`src/hdl/sbrb_pkg.sv`:
```
// Package for the SPI slave byte ring buffers: ring depths, pointer widths,
// the opcode type and the record that carries an item to the result stage.
// No dependencies.
package sbrb_pkg;

    localparam int TX_DEPTH = 64;
    localparam int RX_DEPTH = 256;
    localparam int TX_AW    = $clog2(TX_DEPTH);
    localparam int RX_AW    = $clog2(RX_DEPTH);
    localparam int BYTE_W   = 8;
    localparam int OP_W     = 2;
    localparam int FLAG_W   = 4;

    typedef enum logic [OP_W-1:0] {
        OP_PUT      = 2'd0,
        OP_GET      = 2'd1,
        OP_EXCHANGE = 2'd2
    } opcode_t;

    // What the result stage needs once the ring memory has returned its data.
    typedef struct packed {
        logic tx_sel;
        logic rx_sel;
        logic rx_available;
        logic tx_dropped;
        logic rx_overrun;
        logic rx_was_empty;
    } pend_t;

endpackage

```
`src/hdl/sbrb_ram.sv`:
```
// Generic single-port-write, single-port-read RAM with a registered read.
// Used for both ring stores; no dependencies.
module sbrb_ram #(
    parameter int WIDTH = 8,
    parameter int DEPTH = 64
) (
    input  logic                     aclk,
    input  logic                     wr_en,
    input  logic [$clog2(DEPTH)-1:0] wr_addr,
    input  logic [WIDTH-1:0]         wr_data,
    input  logic                     rd_en,
    input  logic [$clog2(DEPTH)-1:0] rd_addr,
    output logic [WIDTH-1:0]         rd_data
);

    logic [WIDTH-1:0] mem [DEPTH];

    always_ff @(posedge aclk) begin
        if (wr_en) begin
            mem[wr_addr] <= wr_data;
        end
        if (rd_en) begin
            rd_data <= mem[rd_addr];
        end
    end

endmodule

```
`src/hdl/spi_slave_byte_ring_buffers.sv`:
```
// Transmit and receive byte rings for an SPI slave, one RAM each.
// Depends on sbrb_pkg and sbrb_ram.
//
// One transaction on the slave side is a host put (queue a byte for transmit),
// a host get (pop a received byte) or an exchange (one finished SPI byte: pop
// the next transmit byte, 0x00 if none, and store the byte from the master).
// Each ring keeps one slot empty, so the transmit ring holds up to 63 bytes and
// the receive ring up to 255. A put on a full transmit ring is dropped and
// flagged; an exchange on a full receive ring writes its byte to the spare
// slot without advancing, so it is lost, and flags an overrun; a get on an
// empty receive ring returns 0 and is flagged. Every input transaction gives
// exactly one result. The ring pointers live in registers and are updated in
// the cycle of acceptance, while the ring RAM is read; the result is offered
// on the master side from the output register, fed by the registered RAM
// read. The block sustains one transaction per cycle while the master side
// takes results, and holds one further transaction while a result waits.
module spi_slave_byte_ring_buffers (
    input  logic       aclk,
    input  logic       aresetn,
    input  logic       s_tvalid,
    output logic       s_tready,
    input  logic [7:0] s_tdata,   // [7:0] data_in
    input  logic [1:0] s_tuser,   // [1:0] opcode
    output logic       m_tvalid,
    input  logic       m_tready,
    output logic [7:0] m_tdata,   // [7:0] data_out
    output logic [3:0] m_tuser    // [0] rx_available, [1] tx_dropped,
                                  // [2] rx_overrun, [3] rx_was_empty
);

    logic [sbrb_pkg::TX_AW-1:0] tx_wr_reg, tx_wr_next, tx_rd_reg, tx_rd_next;
    logic [sbrb_pkg::RX_AW-1:0] rx_wr_reg, rx_wr_next, rx_rd_reg, rx_rd_next;
    logic [sbrb_pkg::TX_AW-1:0] tx_wr_inc, tx_rd_inc;
    logic [sbrb_pkg::RX_AW-1:0] rx_wr_inc, rx_rd_inc;
    logic                       tx_empty, tx_full, rx_empty, rx_full;

    logic                       tx_we, tx_re, rx_we, rx_re;
    logic [sbrb_pkg::BYTE_W-1:0] tx_rdata, rx_rdata;

    sbrb_pkg::opcode_t          op;
    sbrb_pkg::pend_t            pend_reg, pend_next;
    logic                       pend_valid_reg;
    logic                       s_accept, out_load;

    logic                        m_tvalid_reg;
    logic [sbrb_pkg::BYTE_W-1:0] m_data_reg;
    logic [sbrb_pkg::FLAG_W-1:0] m_flags_reg;

    assign op       = sbrb_pkg::opcode_t'(s_tuser);
    assign out_load = pend_valid_reg && (!m_tvalid_reg || m_tready);
    assign s_tready = !pend_valid_reg || out_load;
    assign s_accept = s_tvalid && s_tready;

    // Depths need not be powers of two, so the pointers wrap explicitly.
    assign tx_wr_inc = (tx_wr_reg == sbrb_pkg::TX_AW'(sbrb_pkg::TX_DEPTH - 1)) ?
                       '0 : tx_wr_reg + 1'b1;
    assign tx_rd_inc = (tx_rd_reg == sbrb_pkg::TX_AW'(sbrb_pkg::TX_DEPTH - 1)) ?
                       '0 : tx_rd_reg + 1'b1;
    assign rx_wr_inc = (rx_wr_reg == sbrb_pkg::RX_AW'(sbrb_pkg::RX_DEPTH - 1)) ?
                       '0 : rx_wr_reg + 1'b1;
    assign rx_rd_inc = (rx_rd_reg == sbrb_pkg::RX_AW'(sbrb_pkg::RX_DEPTH - 1)) ?
                       '0 : rx_rd_reg + 1'b1;

    assign tx_empty = (tx_wr_reg == tx_rd_reg);
    assign tx_full  = (tx_wr_inc == tx_rd_reg);
    assign rx_empty = (rx_wr_reg == rx_rd_reg);
    assign rx_full  = (rx_wr_inc == rx_rd_reg);

    always_comb begin
        tx_wr_next = tx_wr_reg;
        tx_rd_next = tx_rd_reg;
        rx_wr_next = rx_wr_reg;
        rx_rd_next = rx_rd_reg;
        tx_we      = 1'b0;
        tx_re      = 1'b0;
        rx_we      = 1'b0;
        rx_re      = 1'b0;
        pend_next  = '0;
        if (s_accept) begin
            case (op)
                sbrb_pkg::OP_PUT: begin
                    if (!tx_full) begin
                        tx_we      = 1'b1;
                        tx_wr_next = tx_wr_inc;
                    end else begin
                        pend_next.tx_dropped = 1'b1;
                    end
                end
                sbrb_pkg::OP_GET: begin
                    if (!rx_empty) begin
                        rx_re            = 1'b1;
                        rx_rd_next       = rx_rd_inc;
                        pend_next.rx_sel = 1'b1;
                    end else begin
                        pend_next.rx_was_empty = 1'b1;
                    end
                end
                sbrb_pkg::OP_EXCHANGE: begin
                    if (!tx_empty) begin
                        tx_re            = 1'b1;
                        tx_rd_next       = tx_rd_inc;
                        pend_next.tx_sel = 1'b1;
                    end
                    // The received byte is always written; on a full ring it
                    // lands in the spare slot without advancing and is lost.
                    rx_we = 1'b1;
                    if (!rx_full) begin
                        rx_wr_next = rx_wr_inc;
                    end else begin
                        pend_next.rx_overrun = 1'b1;
                    end
                end
                default: begin
                end
            endcase
        end
        pend_next.rx_available = (rx_wr_next != rx_rd_next);
    end

    sbrb_ram #(
        .WIDTH(sbrb_pkg::BYTE_W),
        .DEPTH(sbrb_pkg::TX_DEPTH)
    ) u_tx_ram (
        .aclk   (aclk),
        .wr_en  (tx_we),
        .wr_addr(tx_wr_reg),
        .wr_data(s_tdata),
        .rd_en  (tx_re),
        .rd_addr(tx_rd_reg),
        .rd_data(tx_rdata)
    );

    sbrb_ram #(
        .WIDTH(sbrb_pkg::BYTE_W),
        .DEPTH(sbrb_pkg::RX_DEPTH)
    ) u_rx_ram (
        .aclk   (aclk),
        .wr_en  (rx_we),
        .wr_addr(rx_wr_reg),
        .wr_data(s_tdata),
        .rd_en  (rx_re),
        .rd_addr(rx_rd_reg),
        .rd_data(rx_rdata)
    );

    always_ff @(posedge aclk) begin
        if (!aresetn) begin
            tx_wr_reg      <= '0;
            tx_rd_reg      <= '0;
            rx_wr_reg      <= '0;
            rx_rd_reg      <= '0;
            pend_valid_reg <= 1'b0;
            m_tvalid_reg   <= 1'b0;
        end else begin
            tx_wr_reg <= tx_wr_next;
            tx_rd_reg <= tx_rd_next;
            rx_wr_reg <= rx_wr_next;
            rx_rd_reg <= rx_rd_next;
            if (s_accept) begin
                pend_valid_reg <= 1'b1;
            end else if (out_load) begin
                pend_valid_reg <= 1'b0;
            end
            if (out_load) begin
                m_tvalid_reg <= 1'b1;
            end else if (m_tready) begin
                m_tvalid_reg <= 1'b0;
            end
        end
    end

    // The RAM read data holds until the next read, which only comes with the
    // next accepted transaction, so a stalled item still sees its own byte.
    always_ff @(posedge aclk) begin
        if (s_accept) begin
            pend_reg <= pend_next;
        end
        if (out_load) begin
            m_data_reg  <= pend_reg.tx_sel ? tx_rdata :
                           (pend_reg.rx_sel ? rx_rdata : '0);
            m_flags_reg <= {pend_reg.rx_was_empty, pend_reg.rx_overrun,
                            pend_reg.tx_dropped, pend_reg.rx_available};
        end
    end

    assign m_tvalid = m_tvalid_reg;
    assign m_tdata  = m_data_reg;
    assign m_tuser  = m_flags_reg;

    a_reset_clears: assert property (@(posedge aclk)
        !aresetn |=> !m_tvalid_reg && !pend_valid_reg)
        else $error("result stages not cleared by reset");

    a_one_flag: assert property (@(posedge aclk) disable iff (!aresetn)
        m_tvalid_reg |-> $onehot0(m_flags_reg[3:1]))
        else $error("more than one exception flag in a result");

    a_get_empty_holds: assert property (@(posedge aclk) disable iff (!aresetn)
        s_accept && (op == sbrb_pkg::OP_GET) && rx_empty
        |=> $stable(rx_rd_reg) && $stable(rx_wr_reg))
        else $error("get on an empty receive ring moved a pointer");

    a_pend_holds: assert property (@(posedge aclk) disable iff (!aresetn)
        pend_valid_reg && !out_load
        |=> pend_valid_reg && $stable(pend_reg) && $stable(tx_rdata)
            && $stable(rx_rdata))
        else $error("stalled transaction lost its pending data");

endmodule
```
`config.mk`:
```
export PLATFORM = sky130hd
export DESIGN_NAME = spi_slave_byte_ring_buffers
export DESIGN_NICKNAME = d
export VERILOG_FILES = /design/src/hdl/sbrb_pkg.sv /design/src/hdl/sbrb_ram.sv /design/src/hdl/spi_slave_byte_ring_buffers.sv
export SDC_FILE = /design/constraint.sdc
export NUM_CORES = 2
export LEC_CHECK = 0
export BUFFER_PORTS_ARGS = -buffer_cell sky130_fd_sc_hd__buf_2
export CORE_UTILIZATION = 25
export CTS_CLUSTER_SIZE = 14
export DETAILED_ROUTE_END_ITERATION = 7
export PLACE_DENSITY = 0.41
export SLEW_MARGIN = 20
export SYNTH_ARGS = -nofsm -noshare
export SYNTH_HDL_FRONTEND = slang
export SYNTH_SLANG_ARGS = --single-unit
```
`constraint.sdc`:
```
create_clock -name aclk -period 8.1 [get_ports aclk]
set_input_delay 1.62 -clock aclk [delete_from_list [all_inputs] [get_ports aclk]]
set_output_delay 1.62 -clock aclk [all_outputs]
set_load 0.005 [all_outputs]
```
* After elaboration in Yosys (flattened, before gate mapping)
Memory sizes are Yosys's and may differ from the RTL's. A register that Yosys moved wholly into a read port is not among the register bits.
Index checks and enable logic that the tools add are counted.
W data, S select, Z words.
** Word-level totals
- Bits in registers :: 48
- Bits in latches :: 0
- Bits in writable memories :: 2560
- Memory bits (read-only) :: 0
- Input bits :: 14
- Output and inout bits :: 14
- Word-level logic and storage cells :: 78
- Memories kept :: 2
** Memory list
- u_rx_ram.mem :: depth 256, width 8, read ports 1, clocked after memory_dff 1, write ports 1, line sbrb_ram.sv:16 : logic [WIDTH-1:0] mem [DEPTH];
- u_tx_ram.mem :: depth 64, width 8, read ports 1, clocked after memory_dff 1, write ports 1, line sbrb_ram.sv:16
** Cells by class
- Add/subtract/negate cells :: 4
- $mul :: 0
- Div/mod/pow operators :: 0
- Order comparisons :: 0
- Equal/unequal tests :: 11
- Shifts and indexed selects :: 0
- Mux-type cells :: 34
- Bitwise operators :: 2
- Reductions and logical operators :: 11
** Operators with widths (count)
- $mux W8 :: 10
- $mux W1 :: 22
- $add A8 B1 Y8 const B :: 2
- $eq A8 B8 Y1 :: 2
- $eq A8 B8 Y1 const B :: 2
- $add A6 B1 Y6 const B :: 2
- $eq A6 B6 Y1 :: 2
- $eq A6 B6 Y1 const B :: 2
- $mux W6 :: 2
- $ne A8 B8 Y1 :: 1
- $reduce_and A3 Y1 :: 2
- $reduce_bool A2 Y1 :: 2
- $eq A2 B1 Y1 const B :: 1
- $eq A2 B2 Y1 const B :: 1
- $logic_and A1 B1 Y1 :: 2
- $logic_not A1 Y1 :: 2
- $logic_not A2 Y1 :: 1
- $logic_or A1 B1 Y1 :: 2
- $not A1 Y1 :: 2

* Longest topological paths before layout
- Word-level depth :: 8
- Mapped depth :: 13
- Gate-level depth less buffers :: 11

* Hierarchy
Synthesis repeated with hierarchy kept, for this count alone.
** Second synthesis, totals
- Cell total of the unflattened synthesis :: 5014
- Area, all modules :: 103028.8 sq um
** Modules (own cells, without submodules)
- sbrb_ram (u_rx_ram) :: instances 1, cells each 3733, area an instance 79636.4 sq um, seq. area each 61739.2 sq um
- sbrb_ram (u_tx_ram) :: instances 1, cells each 940, area an instance 20246.9 sq um, seq. area each 15615.0 sq um
- spi_slave_byte_ring_buffers :: instances 1, cells each 341, area an instance 3145.5 sq um, seq. area each 1141.1 sq um

* Worst setup path after synthesis
OpenSTA, ideal clock, no wires.
- Path kind :: input -> register
- From :: input m_tready
- To :: memory u_rx_ram.mem[76][0], enable pin
- Setup time :: 0.370 ns
- Arrival time :: 3.507 ns
- Required time :: 7.730 ns
- Setup slack :: 4.223 ns
- Cell stages on the path :: 7
- Path buffers :: 2
- Cells stage by stage :: and3b_1 > or3_1 > clkbuf_1 > nor3b_1 > nand2_1 > clkbuf_1 > nor2_1
** On the way
- Cells in the longest elaborated chain, start to end :: 7
** Ends and longest elaborated chain
- from (decl) :: line spi_slave_byte_ring_buffers.sv:25 : input logic m_tready,
- $logic_or A1 B1 Y1 :: line spi_slave_byte_ring_buffers.sv:50 : assign out_load = pend_valid_reg && (!m_tvalid_reg || m_tready);
- $logic_and A1 B1 Y1 :: line spi_slave_byte_ring_buffers.sv:50
- $logic_or A1 B1 Y1 :: line spi_slave_byte_ring_buffers.sv:51 : assign s_tready = !pend_valid_reg || out_load;
- $logic_and A1 B1 Y1 :: line spi_slave_byte_ring_buffers.sv:52 : assign s_accept = s_tvalid && s_tready;
- $mux W1 :: line spi_slave_byte_ring_buffers.sv:79 : if (s_accept) begin
- $mux W1 :: line sbrb_ram.sv:19 : if (wr_en) begin
- $mux W1 (implied by the code) :: line sbrb_ram.sv:20 : mem[wr_addr] <= wr_data;
- to (decl) :: line sbrb_ram.sv:16
Every way passes these cells.

* Worst setup path in the final report
- From :: register tx_wr_reg[0] (netlist bit)
- To :: memory u_tx_ram.mem[63][3], enable pin
** On the way
- Cells in the longest elaborated chain, start to end :: 8
- Elaborated cells between the ends (all ways) :: 9
- Those cells by class :: add/sub: 1; eq/ne: 2; mux: 6
** Ends and longest elaborated chain
- from (decl) :: line spi_slave_byte_ring_buffers.sv:31 : logic [sbrb_pkg::TX_AW-1:0] tx_wr_reg, tx_wr_next, tx_rd_reg, tx_rd_next;
- from (signal assigned) :: line spi_slave_byte_ring_buffers.sv:155 : tx_wr_reg <= tx_wr_next;
- $add A6 B1 Y6 / $eq A6 B6 Y1 (equally long branches) :: line spi_slave_byte_ring_buffers.sv:56, spi_slave_byte_ring_buffers.sv:55
- $mux W6 :: line spi_slave_byte_ring_buffers.sv:55 : assign tx_wr_inc = (tx_wr_reg == sbrb_pkg::TX_AW'(sbrb_pkg::TX_DEPTH - 1)) ?
- $eq A6 B6 Y1 :: line spi_slave_byte_ring_buffers.sv:65 : assign tx_full = (tx_wr_inc == tx_rd_reg);
- $mux W1 :: line spi_slave_byte_ring_buffers.sv:82 : if (!tx_full) begin
- $mux W1 :: line spi_slave_byte_ring_buffers.sv:80 : case (op)
- $mux W1 :: line spi_slave_byte_ring_buffers.sv:79
- $mux W1 :: line sbrb_ram.sv:19
- $mux W1 (implied by the code) :: line sbrb_ram.sv:20
- to (decl) :: line sbrb_ram.sv:16
Parallel ways exist; a longest one is shown, timed or not.

==> flow_metrics.tcl <==
set metrics [dict create \
    status "finished, final reports clean" \
    clkSinkCount 2624 \
    met1_capacity_usage_during_global_routing_pct 20.0 \
    detail_route.iter0.violations 4548 \
    setup_total_negative_slack_ns 0 \
    number_of_buffers_created_by_cts 291 \
    yosysSeqAreaShare_pct 77.2 \
    path_clk_slew_ns 0.06 \
    detail_route.first_pass.iterations 5 \
    yosysUniqueCellTypes 48 \
    syn_area_mm2 0.102 \
    hold-worst-slack_ns 0.479 \
    yosys_warnings 0 \
    worst_path_largest_cell_delay_ns 0.86 \
    post-place-cells 9589 \
    layout_common_cells "edfxtp_1 (2,594), mux4_2 (847), nor2_1 (357), clkbuf_16 (296), clkinv_1 (54)" \
    first_global_vias 47719 \
    finalCritPeriodShare_pct 62.1 \
    criticalPathCategory "reg -> reg" \
    chip_height_um 640 \
    postRouteAntennaNets 0 \
    grt_pass1_wl_mm 402 \
    floorplan.initialDensity_pct 25.2 \
    syn_avg_cell_area_um2 23.4 \
    period_minus_slack_ns 5.03 \
    regMostFlops "u_rx_ram.mem" \
    grt_setup_unrepaired "no" \
    postSynth.topFlopCell "edfxtp_1" \
    post_route_cells_drive_above_1_share_pct 29.5 \
    grt_remaining_overflow 0 \
    cts-root-buf "clkbuf_16" \
    drc_violations_left 0 \
    groute.layer.met3.usage_pct 2.60 \
    floorplan.io_pins 28 \
    async_flop_share_pct 0 \
    timing.max_slew.rel_slack_pct 24.5 \
    dp_hpwl_mm 166 \
    holdBufCountCts 0 \
    fin_skew_ns 0.0531 \
    busiest_layer "met2" \
    final_hold_viol_count 0 \
    total_power_mw 28.8 \
    synth.net_count 4378 \
    worstPathArrival_ns 5.55 \
    synth_edf_count 2594 \
    timing_worst_slew_pin_value_ns 1.13 \
    ys_ff_latch 2624 \
    die_w_um 640 \
    biggestRegsByFlops "u_rx_ram.mem: 2048 flops, u_tx_ram.mem: 512 flops" \
    worstSkewPairLatency_ns 0.89 \
    post_cts_buffers 0 \
    vdd_ir_drop_max_v 0.000156 \
    timing.max_cap.violations 0 \
    post_dr_wirelength_cell_um 28.5 \
    gp_routability_congestion 0.762 \
    cellLeakagePower_nw 33.8 \
    post_cts.resized_instances 0 \
    port_buffers 27 \
    postSynthCellCount 4357 \
    layout.nets 4498 \
    clock_path_buffers 4 \
    fp.coreArea_mm2 0.404 \
    largest_register_ff_count 2048 \
    end_kind "register" \
    worst_hold_path_type "reg -> reg" \
    layout_commonest_cell "edfxtp_1" \
    avgViaCountPerCell 4.58 \
    fp.dieArea_mm2 0.410 \
    worst_path_max_delay_cell "nand3_1" \
    grt_start_max_net_pins 140 \
    placement_rows 233 \
    filler_cell_count 38832 \
    setup_viol_count_final 0 \
    worst_setup_path_start_kind "register" \
    critical_path.max_fanout 14 \
    antenna_violations_before_repair 31 \
    cts-htree-levels 5 \
    gr-usage-met2_pct 21.9 \
    critical_path.cell_chain "nand3_1 -> o21a_1 -> a31oi_1 -> xor2_1 -> nor4_2 -> or4_1 -> nor2_1 -> nand3_1 -> nor2_1" \
    fmax_mhz 199 \
    area_growth_pct 16.0 \
    regToRegSetupSlack_ns 3.07 \
    layoutNonFillerInstCount 10113 \
    tritoncts_clock_tree "yes" \
    crit_required_ns 8.62 \
    pwr_density_cell_mw_per_mm2 244 \
    final_max_slew_viol_count 0 \
    layout.core_utilization_pct 29.2 \
    grt_util_all_layers_pct 13.9 \
    postRouteWirelength_mm 288 \
    num_vias 46267 \
]
-- synthesized netlist by cell type, types with 4 or more instances --
cell type / count / area (um^2)
xnor2_1: 27 / 236
a31oi_1: 6 / 37.5
nor2b_1: 12 / 75.1
nor3b_1: 4 / 30.0
buf_1: 32 / 120
o21ai_0: 14 / 70.1
and4_1: 4 / 35.0
clkbuf_1: 168 / 631
nand2_1: 53 / 199
or3_1: 6 / 37.5
and3_1: 5 / 31.3
and2_1: 5 / 31.3
mux4_2: 847 / 19100
nand3_1: 21 / 105
ha_1: 7 / 87.6
nand4_1: 5 / 31.3
nor4_1: 4 / 25.0
inv_1: 10 / 37.5
nor3_1: 7 / 35.0
buf_2: 58 / 290
nor2_1: 359 / 1350
mux2i_1: 6 / 60.1
edfxtp_1: 2594 / 77900
a21oi_1: 12 / 60.1
dfxtp_1: 30 / 601
a22o_1: 7 / 61.3
xor2_1: 16 / 140
-- path summary, 6_finish.rpt --
kind / startpoint / endpoint / depth (start not counted)
worst min register to register: pend_reg[1] / m_tuser[2] / 0
worst min-delay path: pend_reg[1] / m_tuser[2] / 0
worst max register to register: tx_wr_reg[0] / u_tx_ram.mem[63][3] / 9
worst max-delay path: tx_wr_reg[0] / u_tx_ram.mem[63][3] / 9
-- logic make-up after synthesis --
| logic type | count (synthesis) | share of synthesized area, % |
|---|---|---|
| buf+inv | 271 | 1.09 |
| compound gates | 59 | 0.392 |
| mux | 853 | 18.8 |
| xor+xnor | 45 | 0.417 |
| simple gates | 498 | 2.05 |
| fa+ha+maj | 7 | 0.0861 |
| flops | 2624 | 77.2 |
-- metal layers --
layer | share of wire (%) | wire (um) | vias up
met5 | 0.0062 | 18 | -
met4 | 1.8 | 5220 | 4
met3 | 6.1 | 17700 | 326
met2 | 47 | 134000 | 1530
met1 | 45 | 131000 | 25627
li1 | - | - | 18780
-- stage by stage --
stage,setup WS [ns],area [um^2]
global route,2.75,118000
global placement,2.58,109000
finish,3.07,118000
detailed placement,2.56,109000
floorplan,4.22,102000
CTS,2.92,118000
-- report_power, final --
part / internal [mW] / leakage (nW) / switching (mW) / total (mW)
logic: 0.169 / 5.67 / 0.455 / 0.624
clock network: 7.71 / 4.59 / 5.53 / 13.2
registers: 14.9 / 23.6 / 0.0142 / 14.9
total: 22.8 / 33.8 / 6.00 / 28.8
-- critical path: cells and delay by family, from the launching register on --
family                    cells  cell delay, ns
xor gates and xnor gates      1            0.21
DFF                           1            0.55
and+or+nand+nor               6            3.23
AOI/OAI and AO/OA             2            0.66
-- final cells by class --
type | instances | area (um^2) | share of cell area, %
flip-flops and latches | 2624 | 78500 | 66.5
multi-input cells | 1462 | 22300 | 18.9
clock buffers | 350 | 7650 | 6.48
well taps | 5405 | 6760 | 5.73
clock inverters | 170 | 1840 | 1.56
repair buffers | 88 | 973 | 0.825
inverters | 10 | 37.5 | 0.0318
diodes | 4 | 10.0 | 0.00848
Power figures use the tool's default switching activity.
